## src/sv/pam_pkg.sv

```systemverilog
// ----------------------------------------------------------------------------
// pam_pkg
// Shared types, widths and constants for the PDU power alarm manager.
// ----------------------------------------------------------------------------
package pam_pkg;

    localparam int NUM_INPUTS_DEF = 6;
    localparam int TIME_BITS_DEF  = 32;

    localparam int OP_W       = 2;
    localparam int IDX_W      = 3;
    localparam int VOLT_W     = 16;
    localparam int CUR_W      = 16;
    localparam int CNT_W      = 3;
    localparam int NOW_W      = 32;
    localparam int ID_W       = 5;
    localparam int UNACK_W    = 5;
    localparam int RATED_W    = 8;
    localparam int SYS_W      = 2;
    localparam int CFG_IDX_W  = 2;
    localparam int CFG_DATA_W = 16;

    localparam int N_IDS       = 20;
    localparam int SLOTS       = 6;
    localparam int QUEUE_DEPTH = 2;

    localparam logic [ID_W-1:0] ID_COMM = 5'd0;
    localparam logic [ID_W-1:0] ID_NET  = 5'd19;

    // warning-class ids: every near-current alarm and network down
    localparam logic [N_IDS-1:0] WARN_MASK = 20'hC9248;

    localparam logic [6:0] PCT_FULL = 7'd100;
    localparam logic [6:0] PCT_NEAR = 7'd90;

    localparam logic [VOLT_W-1:0] VMIN_RESET = 16'd200;

    localparam logic [OP_W-1:0] OP_SAMPLE = 2'd0;
    localparam logic [OP_W-1:0] OP_ROUND  = 2'd1;
    localparam logic [OP_W-1:0] OP_ACK    = 2'd2;

    localparam logic [CFG_IDX_W-1:0] CFG_RATED  = 2'd0;
    localparam logic [CFG_IDX_W-1:0] CFG_SYSTEM = 2'd1;
    localparam logic [CFG_IDX_W-1:0] CFG_BRANCH = 2'd2;
    localparam logic [CFG_IDX_W-1:0] CFG_VMIN   = 2'd3;

    typedef enum logic [1:0] {
        K_SAMPLE,
        K_ROUND,
        K_ACK
    } t_kind;

    typedef struct packed {
        t_kind              kind;
        logic [IDX_W-1:0]   idx;
        logic [VOLT_W-1:0]  voltage;
        logic [CUR_W-1:0]   current;
        logic [CNT_W-1:0]   count;
        logic               power_valid;
        logic               comm_fault;
        logic               net_valid;
        logic               net_connected;
        logic [NOW_W-1:0]   now;
        logic [ID_W-1:0]    alarm_id;
    } t_cmd;

    function automatic logic severity_of(input logic [ID_W-1:0] id);
        logic sev;
        sev = 1'b1;
        if (id < ID_W'(N_IDS)) begin
            sev = ~WARN_MASK[id];
        end
        return sev;
    endfunction

endpackage

```

## src/sv/pam_in_if.sv

```systemverilog
// ----------------------------------------------------------------------------
// pam_in_if
// Input word channel: valid/ready handshake with the item fields.
// ----------------------------------------------------------------------------
interface pam_in_if;
    logic                           valid;
    logic                           ready;
    logic [pam_pkg::OP_W-1:0]       op;
    logic [pam_pkg::IDX_W-1:0]      input_index;
    logic [pam_pkg::VOLT_W-1:0]     voltage_dv;
    logic [pam_pkg::CUR_W-1:0]      current_ca;
    logic [pam_pkg::CNT_W-1:0]      inputs_reported;
    logic                           power_valid;
    logic                           comm_fault;
    logic                           network_valid;
    logic                           network_connected;
    logic [pam_pkg::NOW_W-1:0]      now_seconds;
    logic [pam_pkg::ID_W-1:0]       alarm_id;

    modport source (
        output valid, op, input_index, voltage_dv, current_ca, inputs_reported,
               power_valid, comm_fault, network_valid, network_connected,
               now_seconds, alarm_id,
        input  ready
    );

    modport sink (
        input  valid, op, input_index, voltage_dv, current_ca, inputs_reported,
               power_valid, comm_fault, network_valid, network_connected,
               now_seconds, alarm_id,
        output ready
    );
endinterface

```

## src/sv/pam_out_if.sv

```systemverilog
// ----------------------------------------------------------------------------
// pam_out_if
// Result word channel: valid/ready handshake with the alarm/summary fields.
// ----------------------------------------------------------------------------
interface pam_out_if;
    logic                           valid;
    logic                           ready;
    logic [pam_pkg::ID_W-1:0]       out_alarm_id;
    logic                           severity;
    logic                           acked;
    logic [pam_pkg::NOW_W-1:0]      raised_at;
    logic                           changed;
    logic [pam_pkg::UNACK_W-1:0]    unacked_count;
    logic                           last;

    modport source (
        output valid, out_alarm_id, severity, acked, raised_at, changed,
               unacked_count, last,
        input  ready
    );

    modport sink (
        input  valid, out_alarm_id, severity, acked, raised_at, changed,
               unacked_count, last,
        output ready
    );
endinterface

```

## src/sv/pam_front.sv

```systemverilog
// ----------------------------------------------------------------------------
// pam_front
// Accepts input words, drops ones with no effect and queues the rest.
// ----------------------------------------------------------------------------
module pam_front #(
    parameter int NUM_INPUTS = pam_pkg::NUM_INPUTS_DEF
) (
    input  logic            i_clk,
    input  logic            i_rst_n,
    pam_in_if.sink          i_in,
    output pam_pkg::t_cmd   o_cmd,
    output logic            o_cmd_valid,
    input  logic            i_cmd_pop
);

    localparam int PW = (pam_pkg::QUEUE_DEPTH > 1) ? $clog2(pam_pkg::QUEUE_DEPTH) : 1;
    localparam int CW = $clog2(pam_pkg::QUEUE_DEPTH + 1);

    pam_pkg::t_cmd  r_q [pam_pkg::QUEUE_DEPTH];
    logic [PW-1:0]  r_wp;
    logic [PW-1:0]  r_rp;
    logic [CW-1:0]  r_cnt;

    pam_pkg::t_cmd  w_cmd;
    logic           w_keep;
    logic           w_push;

    always_comb begin
        w_cmd.kind          = pam_pkg::K_SAMPLE;
        w_cmd.idx           = i_in.input_index;
        w_cmd.voltage       = i_in.voltage_dv;
        w_cmd.current       = i_in.current_ca;
        w_cmd.count         = i_in.inputs_reported;
        w_cmd.power_valid   = i_in.power_valid;
        w_cmd.comm_fault    = i_in.comm_fault;
        w_cmd.net_valid     = i_in.network_valid;
        w_cmd.net_connected = i_in.network_connected;
        w_cmd.now           = i_in.now_seconds;
        w_cmd.alarm_id      = i_in.alarm_id;
        w_keep              = 1'b0;
        unique case (i_in.op)
            pam_pkg::OP_SAMPLE: begin
                w_cmd.kind = pam_pkg::K_SAMPLE;
                w_keep     = ({1'b0, i_in.input_index} < (pam_pkg::IDX_W + 1)'(NUM_INPUTS));
            end
            pam_pkg::OP_ROUND: begin
                w_cmd.kind = pam_pkg::K_ROUND;
                w_keep     = 1'b1;
            end
            pam_pkg::OP_ACK: begin
                w_cmd.kind = pam_pkg::K_ACK;
                w_keep     = (i_in.alarm_id < pam_pkg::ID_W'(pam_pkg::N_IDS));
            end
            default: begin
                w_keep = 1'b0;
            end
        endcase
    end

    assign i_in.ready  = (r_cnt != CW'(pam_pkg::QUEUE_DEPTH));
    assign w_push      = i_in.valid && i_in.ready && w_keep;
    assign o_cmd_valid = (r_cnt != '0);
    assign o_cmd       = r_q[r_rp];

    always_ff @(posedge i_clk) begin
        if (w_push) begin
            r_q[r_wp] <= w_cmd;
        end
    end

    always_ff @(posedge i_clk) begin
        if (!i_rst_n) begin
            r_wp  <= '0;
            r_rp  <= '0;
            r_cnt <= '0;
        end else begin
            if (w_push) begin
                r_wp <= r_wp + 1'b1;
            end
            if (i_cmd_pop) begin
                r_rp <= r_rp + 1'b1;
            end
            case ({w_push, i_cmd_pop})
                2'b10:   r_cnt <= r_cnt + 1'b1;
                2'b01:   r_cnt <= r_cnt - 1'b1;
                default: r_cnt <= r_cnt;
            endcase
        end
    end

    a_cnt_bound: assert property (@(posedge i_clk) disable iff (!i_rst_n)
        r_cnt <= CW'(pam_pkg::QUEUE_DEPTH))
        else $error("queue count above depth");

    a_pop_nonempty: assert property (@(posedge i_clk) disable iff (!i_rst_n)
        i_cmd_pop |-> (r_cnt != '0))
        else $error("pop from empty queue");

    a_push_pop_count: assert property (@(posedge i_clk) disable iff (!i_rst_n)
        (w_push && !i_cmd_pop) |=> (r_cnt == $past(r_cnt) + 1'b1))
        else $error("queue count lost a push");

endmodule

```

## src/sv/pam_back.sv

```systemverilog
// ----------------------------------------------------------------------------
// pam_back
// Executes queued words: stores samples, sets acks, evaluates rounds and
// lists the active alarms followed by a summary word.
// ----------------------------------------------------------------------------
module pam_back #(
    parameter int NUM_INPUTS = pam_pkg::NUM_INPUTS_DEF,
    parameter int TIME_BITS  = pam_pkg::TIME_BITS_DEF
) (
    input  logic                                i_clk,
    input  logic                                i_rst_n,
    input  pam_pkg::t_cmd                       i_cmd,
    input  logic                                i_cmd_valid,
    output logic                                o_cmd_pop,
    input  logic                                i_cfg_we,
    input  logic [pam_pkg::CFG_IDX_W-1:0]       i_cfg_index,
    input  logic [pam_pkg::CFG_DATA_W-1:0]      i_cfg_data,
    pam_out_if.source                           o_out
);

    localparam int SW      = (NUM_INPUTS > 1) ? $clog2(NUM_INPUTS) : 1;
    localparam int N_EVAL  = (NUM_INPUTS < pam_pkg::SLOTS) ? NUM_INPUTS : pam_pkg::SLOTS;
    localparam int STAMP_W = (TIME_BITS < pam_pkg::NOW_W) ? TIME_BITS : pam_pkg::NOW_W;
    localparam int N_IDS   = pam_pkg::N_IDS;

    typedef enum logic {
        S_IDLE,
        S_LIST
    } t_state;

    t_state                             r_state;
    logic [pam_pkg::RATED_W-1:0]        r_rated;
    logic [pam_pkg::SYS_W-1:0]          r_system;
    logic                               r_branch;
    logic [pam_pkg::VOLT_W-1:0]         r_vmin;

    logic [pam_pkg::VOLT_W-1:0]         r_sv [NUM_INPUTS];
    logic [pam_pkg::CUR_W-1:0]          r_sc [NUM_INPUTS];
    logic [STAMP_W-1:0]                 r_raise [N_IDS];

    logic [N_IDS-1:0]                   r_active;
    logic [N_IDS-1:0]                   r_ack;
    logic [N_IDS-1:0]                   r_scan;
    logic                               r_changed;
    logic [pam_pkg::UNACK_W-1:0]        r_unacked;

    logic                               r_out_valid;
    logic [pam_pkg::ID_W-1:0]           r_o_id;
    logic                               r_o_sev;
    logic                               r_o_ack;
    logic [pam_pkg::NOW_W-1:0]          r_o_raise;
    logic                               r_o_changed;
    logic [pam_pkg::UNACK_W-1:0]        r_o_unacked;
    logic                               r_o_last;

    logic [1:0]                         w_phases;
    logic [2:0]                         w_limit;
    logic [14:0]                        w_full;
    logic [14:0]                        w_near;
    logic [2:0]                         w_slot [pam_pkg::SLOTS];
    logic [N_IDS-1:0]                   w_next;
    logic [N_IDS-1:0]                   w_ack_bit;
    logic [pam_pkg::ID_W-1:0]           w_pick;
    logic                               w_out_free;
    logic                               w_round;
    logic                               w_sample;

    // configuration
    always_ff @(posedge i_clk) begin
        if (!i_rst_n) begin
            r_rated  <= '0;
            r_system <= '0;
            r_branch <= 1'b0;
            r_vmin   <= pam_pkg::VMIN_RESET;
        end else if (i_cfg_we) begin
            unique case (i_cfg_index)
                pam_pkg::CFG_RATED:  r_rated  <= i_cfg_data[pam_pkg::RATED_W-1:0];
                pam_pkg::CFG_SYSTEM: r_system <= i_cfg_data[pam_pkg::SYS_W-1:0];
                pam_pkg::CFG_BRANCH: r_branch <= i_cfg_data[0];
                pam_pkg::CFG_VMIN:   r_vmin   <= i_cfg_data[pam_pkg::VOLT_W-1:0];
                default: ;
            endcase
        end
    end

    assign o_cmd_pop = (r_state == S_IDLE) && i_cmd_valid;
    assign w_round   = o_cmd_pop && (i_cmd.kind == pam_pkg::K_ROUND);
    assign w_sample  = o_cmd_pop && (i_cmd.kind == pam_pkg::K_SAMPLE);

    // round evaluation
    always_comb begin
        unique case (r_system)
            2'd0:    w_phases = 2'd1;
            2'd1:    w_phases = 2'd2;
            default: w_phases = 2'd3;
        endcase
        w_limit = r_branch ? {w_phases, 1'b0} : {1'b0, w_phases};
        w_full  = 15'(r_rated) * 15'(pam_pkg::PCT_FULL);
        w_near  = 15'(r_rated) * 15'(pam_pkg::PCT_NEAR);
    end

    for (genvar g = 0; g < pam_pkg::SLOTS; g++) begin : g_slot
        if (g < N_EVAL) begin : g_eval
            logic w_en;
            logic w_over;
            assign w_en   = i_cmd.power_valid && (3'(g) < w_limit) && (3'(g) < i_cmd.count);
            assign w_over = ({1'b0, r_sc[g]} > 17'(w_full));
            assign w_slot[g][0] = w_en && (r_sv[g] < r_vmin);
            assign w_slot[g][1] = w_en && (r_rated != '0) && w_over;
            assign w_slot[g][2] = w_en && (r_rated != '0) && !w_over
                                  && ({1'b0, r_sc[g]} > 17'(w_near));
        end else begin : g_none
            assign w_slot[g] = '0;
        end
    end

    always_comb begin
        w_next = '0;
        w_next[pam_pkg::ID_COMM] = i_cmd.comm_fault;
        for (int k = 0; k < pam_pkg::SLOTS; k++) begin
            w_next[1 + 3 * k +: 3] = w_slot[k];
        end
        w_next[pam_pkg::ID_NET] = i_cmd.net_valid && !i_cmd.net_connected;
    end

    assign w_ack_bit = N_IDS'(1) << i_cmd.alarm_id;

    always_comb begin
        w_pick = '0;
        for (int k = N_IDS - 1; k >= 0; k--) begin
            if (r_scan[k]) begin
                w_pick = pam_pkg::ID_W'(k);
            end
        end
    end

    assign w_out_free = !r_out_valid || o_out.ready;

    // sample store
    always_ff @(posedge i_clk) begin
        if (w_sample) begin
            r_sv[i_cmd.idx[SW-1:0]] <= i_cmd.voltage;
            r_sc[i_cmd.idx[SW-1:0]] <= i_cmd.current;
        end
    end

    // raise time store
    always_ff @(posedge i_clk) begin
        for (int k = 0; k < N_IDS; k++) begin
            if (w_round && w_next[k] && !r_active[k]) begin
                r_raise[k] <= i_cmd.now[STAMP_W-1:0];
            end
        end
    end

    always_ff @(posedge i_clk) begin
        if (!i_rst_n) begin
            r_state     <= S_IDLE;
            r_active    <= '0;
            r_ack       <= '0;
            r_out_valid <= 1'b0;
        end else begin
            if (o_out.ready && (r_state != S_LIST)) begin
                r_out_valid <= 1'b0;
            end
            unique case (r_state)
                S_IDLE: begin
                    if (o_cmd_pop) begin
                        case (i_cmd.kind)
                            pam_pkg::K_ROUND: begin
                                r_ack     <= r_ack & w_next & r_active;
                                r_active  <= w_next;
                                r_changed <= (w_next != r_active);
                                r_scan    <= w_next;
                                r_unacked <= '0;
                                r_state   <= S_LIST;
                            end
                            pam_pkg::K_ACK: begin
                                r_ack <= r_ack | (w_ack_bit & r_active);
                            end
                            default: ;
                        endcase
                    end
                end
                S_LIST: begin
                    if (w_out_free) begin
                        r_out_valid <= 1'b1;
                        if (r_scan == '0) begin
                            r_o_id      <= '0;
                            r_o_sev     <= 1'b0;
                            r_o_ack     <= 1'b0;
                            r_o_raise   <= '0;
                            r_o_changed <= r_changed;
                            r_o_unacked <= r_unacked;
                            r_o_last    <= 1'b1;
                            r_state     <= S_IDLE;
                        end else begin
                            r_o_id       <= w_pick;
                            r_o_sev      <= pam_pkg::severity_of(w_pick);
                            r_o_ack      <= r_ack[w_pick];
                            r_o_raise    <= pam_pkg::NOW_W'(r_raise[w_pick]);
                            r_o_changed  <= 1'b0;
                            r_o_unacked  <= '0;
                            r_o_last     <= 1'b0;
                            r_scan[w_pick] <= 1'b0;
                            if (!r_ack[w_pick]) begin
                                r_unacked <= r_unacked + 1'b1;
                            end
                        end
                    end
                end
                default: r_state <= S_IDLE;
            endcase
        end
    end

    assign o_out.valid         = r_out_valid;
    assign o_out.out_alarm_id  = r_o_id;
    assign o_out.severity      = r_o_sev;
    assign o_out.acked         = r_o_ack;
    assign o_out.raised_at     = r_o_raise;
    assign o_out.changed       = r_o_changed;
    assign o_out.unacked_count = r_o_unacked;
    assign o_out.last          = r_o_last;

    a_ack_in_active: assert property (@(posedge i_clk) disable iff (!i_rst_n)
        (r_ack & ~r_active) == '0)
        else $error("ack set on inactive alarm");

    a_scan_in_active: assert property (@(posedge i_clk) disable iff (!i_rst_n)
        (r_state == S_LIST) |-> ((r_scan & ~r_active) == '0))
        else $error("listing an inactive alarm");

    a_item_active: assert property (@(posedge i_clk) disable iff (!i_rst_n)
        (r_out_valid && !r_o_last) |-> r_active[r_o_id])
        else $error("alarm word for inactive id");

    a_unacked_bound: assert property (@(posedge i_clk) disable iff (!i_rst_n)
        (r_out_valid && r_o_last) |-> (r_o_unacked <= pam_pkg::UNACK_W'(N_IDS)))
        else $error("unacked count out of range");

endmodule

```

## src/sv/pdu_power_alarm_manager.sv

```systemverilog
// ----------------------------------------------------------------------------
// pdu_power_alarm_manager
// Power alarm tracking for a PDU: samples, round evaluation, acknowledges.
// ----------------------------------------------------------------------------
// Usage:
//   i_in carries words of three kinds: sample (store one input's voltage and
//   current), end of round (evaluate alarms), acknowledge (mark an alarm).
//   Words with no effect (reserved op, slot or alarm id out of range) are
//   accepted and dropped. Accepted words go into a two-entry queue; i_in is
//   ready whenever the queue has room, so a word can be taken every cycle.
//   The executing side takes one queued word per cycle for samples and
//   acknowledges while not listing. An end of round is evaluated, then each
//   active alarm is listed on o_out in ascending id order, then the summary
//   word (last = 1); the listing sequencer emits one word per cycle while
//   o_out is not stalled. With the queue empty, a round word goes through
//   the queue entry and the state register into the output register.
//   o_out is driven from an output register; while the receiver stalls the
//   listing waits and the input queue keeps filling until full. The user
//   must write configuration through i_cfg_we/i_cfg_index/i_cfg_data only
//   while the block is idle; the block does not enforce it. Synchronous reset
//   clears alarm/ack state, queue and config (dead-voltage threshold 20.0 V).
// ----------------------------------------------------------------------------
module pdu_power_alarm_manager #(
    parameter int NUM_INPUTS = pam_pkg::NUM_INPUTS_DEF,
    parameter int TIME_BITS  = pam_pkg::TIME_BITS_DEF
) (
    input  logic                            i_clk,
    input  logic                            i_rst_n,
    pam_in_if.sink                          i_in,
    pam_out_if.source                       o_out,
    input  logic                            i_cfg_we,
    input  logic [pam_pkg::CFG_IDX_W-1:0]   i_cfg_index,
    input  logic [pam_pkg::CFG_DATA_W-1:0]  i_cfg_data
);

    pam_pkg::t_cmd  w_cmd;
    logic           w_cmd_valid;
    logic           w_cmd_pop;

    pam_front #(
        .NUM_INPUTS (NUM_INPUTS)
    ) u_front (
        .i_clk       (i_clk),
        .i_rst_n     (i_rst_n),
        .i_in        (i_in),
        .o_cmd       (w_cmd),
        .o_cmd_valid (w_cmd_valid),
        .i_cmd_pop   (w_cmd_pop)
    );

    pam_back #(
        .NUM_INPUTS (NUM_INPUTS),
        .TIME_BITS  (TIME_BITS)
    ) u_back (
        .i_clk       (i_clk),
        .i_rst_n     (i_rst_n),
        .i_cmd       (w_cmd),
        .i_cmd_valid (w_cmd_valid),
        .o_cmd_pop   (w_cmd_pop),
        .i_cfg_we    (i_cfg_we),
        .i_cfg_index (i_cfg_index),
        .i_cfg_data  (i_cfg_data),
        .o_out       (o_out)
    );

endmodule

```

## src/flat_wrapper.sv

```systemverilog
// flat-port wrapper written by rule: the top's interface ports become plain ports
module pdu_power_alarm_manager_flat 
#(
    parameter int NUM_INPUTS = pam_pkg::NUM_INPUTS_DEF,
    parameter int TIME_BITS  = pam_pkg::TIME_BITS_DEF
)
  (i_clk, i_rst_n, i_cfg_we, i_cfg_index, i_cfg_data, i_in_valid, i_in_op, i_in_input_index, i_in_voltage_dv, i_in_current_ca, i_in_inputs_reported, i_in_power_valid, i_in_comm_fault, i_in_network_valid, i_in_network_connected, i_in_now_seconds, i_in_alarm_id, i_in_ready, o_out_valid, o_out_out_alarm_id, o_out_severity, o_out_acked, o_out_raised_at, o_out_changed, o_out_unacked_count, o_out_last, o_out_ready);
  pam_in_if i_in_i ();
  pam_out_if o_out_i ();
  input  logic i_clk;
  input  logic i_rst_n;
  input  logic i_cfg_we;
  input  logic [pam_pkg::CFG_IDX_W-1:0] i_cfg_index;
  input  logic [pam_pkg::CFG_DATA_W-1:0] i_cfg_data;
  input wire logic [$bits(i_in_i.valid)-1:0] i_in_valid;
  input wire logic [$bits(i_in_i.op)-1:0] i_in_op;
  input wire logic [$bits(i_in_i.input_index)-1:0] i_in_input_index;
  input wire logic [$bits(i_in_i.voltage_dv)-1:0] i_in_voltage_dv;
  input wire logic [$bits(i_in_i.current_ca)-1:0] i_in_current_ca;
  input wire logic [$bits(i_in_i.inputs_reported)-1:0] i_in_inputs_reported;
  input wire logic [$bits(i_in_i.power_valid)-1:0] i_in_power_valid;
  input wire logic [$bits(i_in_i.comm_fault)-1:0] i_in_comm_fault;
  input wire logic [$bits(i_in_i.network_valid)-1:0] i_in_network_valid;
  input wire logic [$bits(i_in_i.network_connected)-1:0] i_in_network_connected;
  input wire logic [$bits(i_in_i.now_seconds)-1:0] i_in_now_seconds;
  input wire logic [$bits(i_in_i.alarm_id)-1:0] i_in_alarm_id;
  output wire logic [$bits(i_in_i.ready)-1:0] i_in_ready;
  output wire logic [$bits(o_out_i.valid)-1:0] o_out_valid;
  output wire logic [$bits(o_out_i.out_alarm_id)-1:0] o_out_out_alarm_id;
  output wire logic [$bits(o_out_i.severity)-1:0] o_out_severity;
  output wire logic [$bits(o_out_i.acked)-1:0] o_out_acked;
  output wire logic [$bits(o_out_i.raised_at)-1:0] o_out_raised_at;
  output wire logic [$bits(o_out_i.changed)-1:0] o_out_changed;
  output wire logic [$bits(o_out_i.unacked_count)-1:0] o_out_unacked_count;
  output wire logic [$bits(o_out_i.last)-1:0] o_out_last;
  input wire logic [$bits(o_out_i.ready)-1:0] o_out_ready;
  assign i_in_i.valid = i_in_valid;
  assign i_in_i.op = i_in_op;
  assign i_in_i.input_index = i_in_input_index;
  assign i_in_i.voltage_dv = i_in_voltage_dv;
  assign i_in_i.current_ca = i_in_current_ca;
  assign i_in_i.inputs_reported = i_in_inputs_reported;
  assign i_in_i.power_valid = i_in_power_valid;
  assign i_in_i.comm_fault = i_in_comm_fault;
  assign i_in_i.network_valid = i_in_network_valid;
  assign i_in_i.network_connected = i_in_network_connected;
  assign i_in_i.now_seconds = i_in_now_seconds;
  assign i_in_i.alarm_id = i_in_alarm_id;
  assign i_in_ready = i_in_i.ready;
  assign o_out_valid = o_out_i.valid;
  assign o_out_out_alarm_id = o_out_i.out_alarm_id;
  assign o_out_severity = o_out_i.severity;
  assign o_out_acked = o_out_i.acked;
  assign o_out_raised_at = o_out_i.raised_at;
  assign o_out_changed = o_out_i.changed;
  assign o_out_unacked_count = o_out_i.unacked_count;
  assign o_out_last = o_out_i.last;
  assign o_out_i.ready = o_out_ready;
  pdu_power_alarm_manager #(.NUM_INPUTS(NUM_INPUTS), .TIME_BITS(TIME_BITS)) u_core (.i_clk(i_clk), .i_rst_n(i_rst_n), .i_in(i_in_i), .o_out(o_out_i), .i_cfg_we(i_cfg_we), .i_cfg_index(i_cfg_index), .i_cfg_data(i_cfg_data));
endmodule
```

## config.mk

```make
export PLATFORM = sky130hd
export DESIGN_NAME = pdu_power_alarm_manager_flat
export DESIGN_NICKNAME = d
export VERILOG_FILES = /design/src/sv/pam_pkg.sv /design/src/sv/pam_in_if.sv /design/src/sv/pam_out_if.sv /design/src/sv/pam_front.sv /design/src/sv/pam_back.sv /design/src/sv/pdu_power_alarm_manager.sv /design/src/flat_wrapper.sv
export SDC_FILE = /design/constraint.sdc
export NUM_CORES = 1
export LEC_CHECK = 0
export BUFFER_PORTS_ARGS = -buffer_cell sky130_fd_sc_hd__buf_2
export CAP_MARGIN = 25
export CORE_MARGIN = 4
export CORE_UTILIZATION = 35
export CTS_CLUSTER_SIZE = 12
export DETAILED_ROUTE_END_ITERATION = 10
export SLEW_MARGIN = 5
export SYNTH_ARGS = -nofsm -noshare
export SYNTH_HDL_FRONTEND = slang
export SYNTH_SLANG_ARGS = --single-unit
```

## constraint.sdc

```tcl
create_clock -name i_clk -period 11 [get_ports i_clk]
set_input_delay 2.75 -clock i_clk [delete_from_list [all_inputs] [get_ports i_clk]]
set_output_delay 2.75 -clock i_clk [all_outputs]
set_load 0.02 [all_outputs]
```

==> impl_metrics.yaml, run 1 <==
grt:
  antenna_found_initial: 17
  grt_pass1_wl_mm: 205
  track_usage_pct: 18.0
  grt_pass1_vias: 31700
  grt_start_max_net_pins: 80
  grt_overflow: 0
pwr:
  total_power_mw: 10.5
  power_density_nw_per_um2: 182
  vdd_ir_drop_max_v: 0.000151
  leakage_nw: 20.0
clock_tree:
  path_clk_slew_ns: 0.07
  cts_resized: 0
  tritoncts: "built"
  insertion_delay_ns: 0.78
  root_buffer: "clkbuf_16"
  post_cts_buffers: 0
  clock_sinks: 1140
  clk_path_buf_depth: 3
  holdBufCountCts: 0
  htree_levels: 3
  cts_buffers: 119
setup_path:
  slowest_delay_ns: 0.49
  crit_type: "flip-flop to flip-flop"
  worstSetupEndpointType: "flip-flop"
  cp_num_buf_inv: 1
  cp_max_fo: 8
  crit_top_cell: "ha_1"
  cp.arrival_ns: 7.28
  critPathTopFamily: "adder cells"
  cpMaxStageDelayCell: "fa_1"
  critPathLaunchType: "flip-flop"
  critPathRequiredTime_ns: 11.43
  crit_cells: 24
  r2r_cells: 24
  path_cells: "inv_1 > ha_1 > ha_1 > fa_1 > ha_1 > nor2b_1 > o21ai_0 > a21oi_1 > o21ai_0 > nand2b_1 > a21o_1 > a21oi_1 > xnor2_1 > ha_1 > nand3_1 > nor4_1 > o31ai_1 > a221o_1 > a221oi_1 > nand4_1 > nor4_1 > nand4_1 > nor4_1 > nand4_1"
routing:
  wl_per_cell_um: 23.2
  drtPass1Iterations: 6
  drtIter0Drc: 3421
  num_vias: 32400
  routed_wl_mm: 139
  ant_nets: 0
  vias_per_cell: 5.41
  drc_errors: 0
floorplanning:
  fp.dieH_um: 389
  initial_core_util_pct: 35.3
  io_pins: 152
  dieArea_um2: 151000
  die_x_um: 389
  num_rows: 139
  fp.coreArea_um2: 144000
placed_design:
  place.gp.congestion: 0.923
  port_buffers: 151
  dp_hpwl_mm: 87.7
  dp_slack_ns: 4.22
hold_path:
  hold_depth: 2
  min_path_type: "flip-flop to flip-flop"
timing:
  worst_slack_ns: 4.15
  drv_slew: 0
  period_share_pct: 62.3
  skew_ns: 0.0954
  fmax_ghz: 0.146
  holdWs_ns: 0.467
  setup-tns-final_ns: 0
  fin_crit_ns: 6.85
  slew_headroom_pct: 26.5
  rsz0062_at_grt: "no"
  finalHoldViolations: 0
  worstMarginPinSlew_ns: 1.09
  finalSetupViolations: 0
logic_synthesis:
  async_reset_ff_share_pct: 0
  synthCells: 3812
  ys_ff_latch: 1140
  avgSynthCellArea_um2: 13.3
  synth_edf_count: 1066
  ys_types: 76
  synth-main-ff-cell: "edfxtp_1"
  synth-seq-area-share_pct: 66.0
  yosysWarningCount: 0
  syn_nets: 4230
  synth.cell_area_um2: 50700
layout:
  syn2layout_area_growth_pct: 13.8
  drive_gt1_share_pct: 13.1
  layout_common_cells: "edfxtp_1 (1066), nand2_1 (536), ha_1 (302), nand3_1 (236), buf_2 (152)"
  mostFrequentLayoutCell: "edfxtp_1"
  nets: 4409
job:
  drv_cap: 0
status:
  outcome: "complete, no violations"
==> cell usage after synthesis, drive strengths merged, types with 19 or more instances <==
master	n	area, µm²
edfxtp	1066	32000
o22ai	38	238
o21ai	127	636
nand2	538	2020
a21o	27	203
a21oi	107	536
nor3	50	250
mux2i	42	420
nor4	23	150
nand4	29	181
nand3	237	1190
and2	28	175
a32oi	31	272
a31oi	86	538
a211oi	56	420
a21boi	28	210
ha	302	3780
clkbuf	120	450
dfxtp	74	1480
nor2	111	419
nand2b	30	188
mux2	97	1090
o31ai	19	143
nor2b	72	450
a2111oi	44	392
and3	46	288
buf	38	168
inv	124	465
==> registers in the layout, indices dropped and copies added, names as in the netlist, 2 cells and up, named ones only <==
name and flops:
u_core.u_back.o_out.raised_at 32, u_core.u_back.r_sc 96, u_core.u_back.o_out.out_alarm_id 5, u_core.u_back.r_sv 96
u_core.u_back.r_vmin 16, u_core.u_back.r_system 2, u_core.u_back.r_active 20, u_core.u_front.r_q 162
u_core.u_front.r_cnt 2, u_core.u_back.o_out.unacked_count 5, u_core.u_back.r_scan 20, u_core.u_back.r_unacked 5
u_core.u_back.r_rated 8, u_core.u_back.r_ack 20, u_core.u_back.r_raise 640
==> layout make-up <==
type	count	area, µm²
clock buffers	159	3180
inverters	126	480
diodes	8	20.0
well taps	1903	2380
fillers	13300	86100
multi-input cells	2388	16400
flip-flops and latches	1140	33500
repair buffers	216	1300
clock inverters	46	478
==> power by group <==
group / switching (mW) / total (mW) / internal [mW]
Combinational: 1.04 / 1.46 / 0.417
Clock: 1.69 / 3.81 / 2.12
Sequential: 0.0915 / 5.21 / 5.12
==> stage by stage <==
step / std cells / cell area [µm²] / utilization (%)
6_report: 5986 / 57700 / 40.1
3_5_place_dp: 5770 / 54000 / 37.5
3_3_place_gp: 5768 / 54000 / 37.5
2_1_floorplan: 3812 / 50700 / -
4_1_cts: 5975 / 57700 / 40.1
5_1_grt: 5978 / 57700 / 40.1
==> logic make-up after synthesis <==
group | count (synthesis) | share of synthesized area [%]
and+or+nand+nor | 1227 | 11.4
DFF | 1140 | 66.0
AOI/OAI and AO/OA | 680 | 9.03
adders and majority gates | 316 | 7.96
buffers and inverters | 284 | 2.15
muxes | 139 | 2.98
xor gates and xnor gates | 26 | 0.449
==> final timing paths <==
path	start	to	slack (ns)
max reg2reg	u_core.u_back.r_rated[2]	u_core.u_back.r_changed	4.15
min	u_core.u_back.r_vmin[9]	u_core.u_back.r_vmin[9]	0.47
min reg2reg	u_core.u_back.r_vmin[9]	u_core.u_back.r_vmin[9]	0.47
max	u_core.u_back.r_rated[2]	u_core.u_back.r_changed	4.15
==> worst register-to-register path, cell delays in order, from the launching register on <==
cell and delay (ns):
dfxtp_1 0.46, inv_1 0.25, ha_1 0.37, ha_1 0.32
fa_1 0.49, ha_1 0.35, nor2b_1 0.14, o21ai_0 0.24
a21oi_1 0.12, o21ai_0 0.16, nand2b_1 0.11, a21o_1 0.18
a21oi_1 0.17, xnor2_1 0.25, ha_1 0.41, nand3_1 0.12
nor4_1 0.43, o31ai_1 0.18, a221o_1 0.42, a221oi_1 0.34
nand4_1 0.14, nor4_1 0.36, nand4_1 0.15, nor4_1 0.31
nand4_1 0.11
==> per-layer routing <==
metal	routed length (µm)	track usage, %	share of wire (%)	vias up
li1	-	-	-	14900
met1	61300	25.5	44	16100
met2	63100	28.1	45	1181
met3	11300	3.53	8.2	199
met4	3240	5.00	2.3	14
met5	96	0	0.069	-
(Power assumes the default switching activity.)
==> run 2, diff against run 1 <==
- clock period: 11 -> 5.56 ns (I/O delays scaled with it)
==> run 2 against run 1 <==
- global-route usage is 0.39 points higher
- clock skew is 0.017 ns lower
- worst hold slack lost 0.0042 ns
- final cell count up 1.8%
- sequential power rose by 98%
- count of clock-buffer cells in the layout grew 8
- maximum frequency up 24%
- critical endpoint is now u_core.u_back.r_raise[6][6]
- largest cell class unchanged
- highest routed layer unchanged
==> impl_metrics.yaml, run 2 (same netlist as run 1, synthesis figures left out) <==
setup_path:
  critPathRequiredTime_ns: 5.98
  cp.arrival_ns: 5.92
  path_cells: "inv_4 > ha_4 > ha_4 > fa_1 > ha_4 > buf_4 > a21oi_4 > o21ai_2 > a21oi_2 > o21bai_1 > a21oi_2 > xor2_2 > buf_6 > ha_4 > o21a_1 > nor3_4 > a2111oi_4 > or2_4 > a21oi_4 > o31ai_1 > or3_4 > nor3_4 > buf_12 > buf_12"
  crit_type: "flip-flop to flip-flop"
  r2r_start: "u_core.u_back.r_rated[2]"
  cp_num_buf_inv: 5
  r2r_cells: 24
  crit_top_cell: "ha_4"
  critPathLaunchType: "flip-flop"
  cpMaxStageDelayCell: "fa_1"
  cp_max_fo: 8
  slowest_delay_ns: 0.56
  worstReg2RegEnd: "u_core.u_back.r_raise[6][6]"
  r2r_setup_slack_ns: 0.05
  worstSetupEndpointType: "flip-flop"
  critPathTopFamily: "adder cells"
floorplanning:
  fp.coreArea_um2: 144000
  io_pins: 152
  initial_core_util_pct: 35.3
  fp.dieH_um: 389
  dieArea_um2: 151000
  num_rows: 139
  die_x_um: 389
hold_path:
  hold_path.startpoint: "u_core.u_back.r_vmin[9]"
  hold_end: "u_core.u_back.r_vmin[9]"
  hold_depth: 2
  min_path_type: "flip-flop to flip-flop"
pwr:
  vdd_ir_drop_max_v: 0.000253
  leakage_nw: 20.6
  power_density_nw_per_um2: 351
clock_tree:
  path_clk_slew_ns: 0.06
  clk_path_buf_depth: 3
  root_buffer: "clkbuf_16"
  htree_levels: 3
  tritoncts: "built"
  insertion_delay_ns: 0.77
  holdBufCountCts: 0
  clock_sinks: 1140
  cts_buffers: 120
routing:
  drtIter0Drc: 3031
  num_vias: 33100
  wl_per_cell_um: 23.6
  ant_nets: 0
  drc_errors: 0
  routed_wl_mm: 144
  vias_per_cell: 5.43
  drtPass1Iterations: 6
layout:
  layout_common_cells: "edfxtp_1 (1066), nand2_1 (537), ha_1 (285), nand3_1 (235), buf_2 (151)"
  nets: 4510
  largest_reg_flops: 640
  top_register: "u_core.u_back.r_raise"
  syn2layout_area_growth_pct: 17.4
  mostFrequentLayoutCell: "edfxtp_1"
  n_fill_cell: 13000
  regArea_um2: 33500
  largest_registers: "u_core.u_back.r_raise (640), u_core.u_front.r_q (162)"
  multi_input_area_um2: 17000
  drive_gt1_share_pct: 16.7
timing:
  worstMarginPinSlew_ns: 1.02
  fmax_ghz: 0.182
  skew_ns: 0.0786
  finalHoldViolations: 0
  drv_slew: 0
  rsz0062_at_grt: "yes"
  slew_headroom_pct: 31.4
  worst_slack_ns: 0.0539
  period_share_pct: 99.0
  holdWs_ns: 0.463
  finalSetupViolations: 0
  fin_crit_ns: 5.51
  setup-tns-final_ns: 0
grt:
  grt_pass1_vias: 32400
  grt_pass1_wl_mm: 208
  track_usage_pct: 18.4
  antenna_found_initial: 18
  grt_overflow: 0
  grt_start_max_net_pins: 152
placed_design:
  port_buffers: 151
  dp_hpwl_mm: 92.0
  dp_slack_ns: -0.171
  place.gp.congestion: 0.884
job:
  drv_cap: 0
status:
  outcome: "complete, no violations"
[run 2: changes by cell type in the layout (fill, tap and decap cells not counted), moves of 7 or more]
cell	previous run	this run
a21oi_1	106	94
a21oi_2	0	9
buf_12	1	28
buf_4	60	120
clkbuf_1	35	42
clkbuf_16	119	126
clkinv_1	15	22
clkinv_2	16	9
ha_1	302	285
ha_4	0	15
nor3_4	0	8
[run 2: layer usage]
metal | share of wire (%) | vias up | global-route usage, %
met1 | 44 | 16400 | 25.2
met3 | 8.0 | 291 | 4.50
li1 | - | 15100 | -
met4 | 3.6 | 12 | 6.73
met5 | 0.054 | - | 0
met2 | 45 | 1263 | 28.2
[run 2: report_power, final]
| group | switching, mW | internal (mW) | leakage (nW) |
|---|---|---|---|
| combinational | 2.14 | 0.900 | 8.63 |
| sequential | 0.184 | 10.1 | 10.2 |
| clock | 3.33 | 4.23 | 1.76 |
| total | 5.65 | 15.3 | 20.6 |
[run 2: cell type report]
type,count,share of cell area [%]
Timing Repair Buffer,316,4.30
Multi-Input combinational cell,2388,28.5
Antenna cell,6,0.0252
Clock inverter,46,0.712
Tap cell,1903,4.00
Clock buffer,167,5.42
Inverter,126,0.811
Sequential cell,1140,56.2
[run 2: what timing repair did]
action,in CTS,in global routing
gates resized for setup,3,81
buffers inserted,0,11
pin swaps,2,52
endpoints found under the setup margin,29,326
cloned,0,7
[run 2: worst reg2reg max path, cell delays in order, from the launching register on]
cell and delay [ns]:
dfxtp_4 0.37, inv_4 0.04, ha_4 0.26, ha_4 0.20
fa_1 0.56, ha_4 0.22, buf_4 0.14, a21oi_4 0.13
o21ai_2 0.07, a21oi_2 0.20, o21bai_1 0.11, a21oi_2 0.19
xor2_2 0.23, buf_6 0.16, ha_4 0.20, o21a_1 0.21
nor3_4 0.24, a2111oi_4 0.08, or2_4 0.29, a21oi_4 0.17
o31ai_1 0.09, or3_4 0.46, nor3_4 0.23, buf_12 0.18
buf_12 0.15
[run 2: stage by stage]
| step | util, % | area, µm² | cells | total power [mW] |
|---|---|---|---|---|
| floorplan | - | 51000 | 3812 | 12.2 |
| global placement | 38.3 | 55000 | 5847 | 13.4 |
| detailed placement | 38.4 | 55200 | 5855 | 13.5 |
| CTS | 40.9 | 58900 | 6068 | 21.0 |
| global route | 41.4 | 59600 | 6086 | 21.7 |
| finish | 41.4 | 59600 | 6092 | 20.9 |
[run 2: worst max path at each step]
stage / startpoint / slack, ns / cells past startpoint / end
floorplan: flip-flop / -0.06 / 11 / u_core.u_back.r_raise[19][0]
global placement: u_core.u_back.r_rated[2] / -0.12 / 24 / u_core.u_back.r_changed
detailed placement: u_core.u_back.r_rated[2] / -0.17 / 24 / u_core.u_back.r_changed
CTS: u_core.u_back.r_rated[2] / 0.02 / 22 / u_core.u_back.r_changed
global route: u_core.u_back.r_rated[2] / -0.19 / 24 / u_core.u_back.r_changed
finish: u_core.u_back.r_rated[2] / 0.05 / 24 / u_core.u_back.r_raise[6][6]
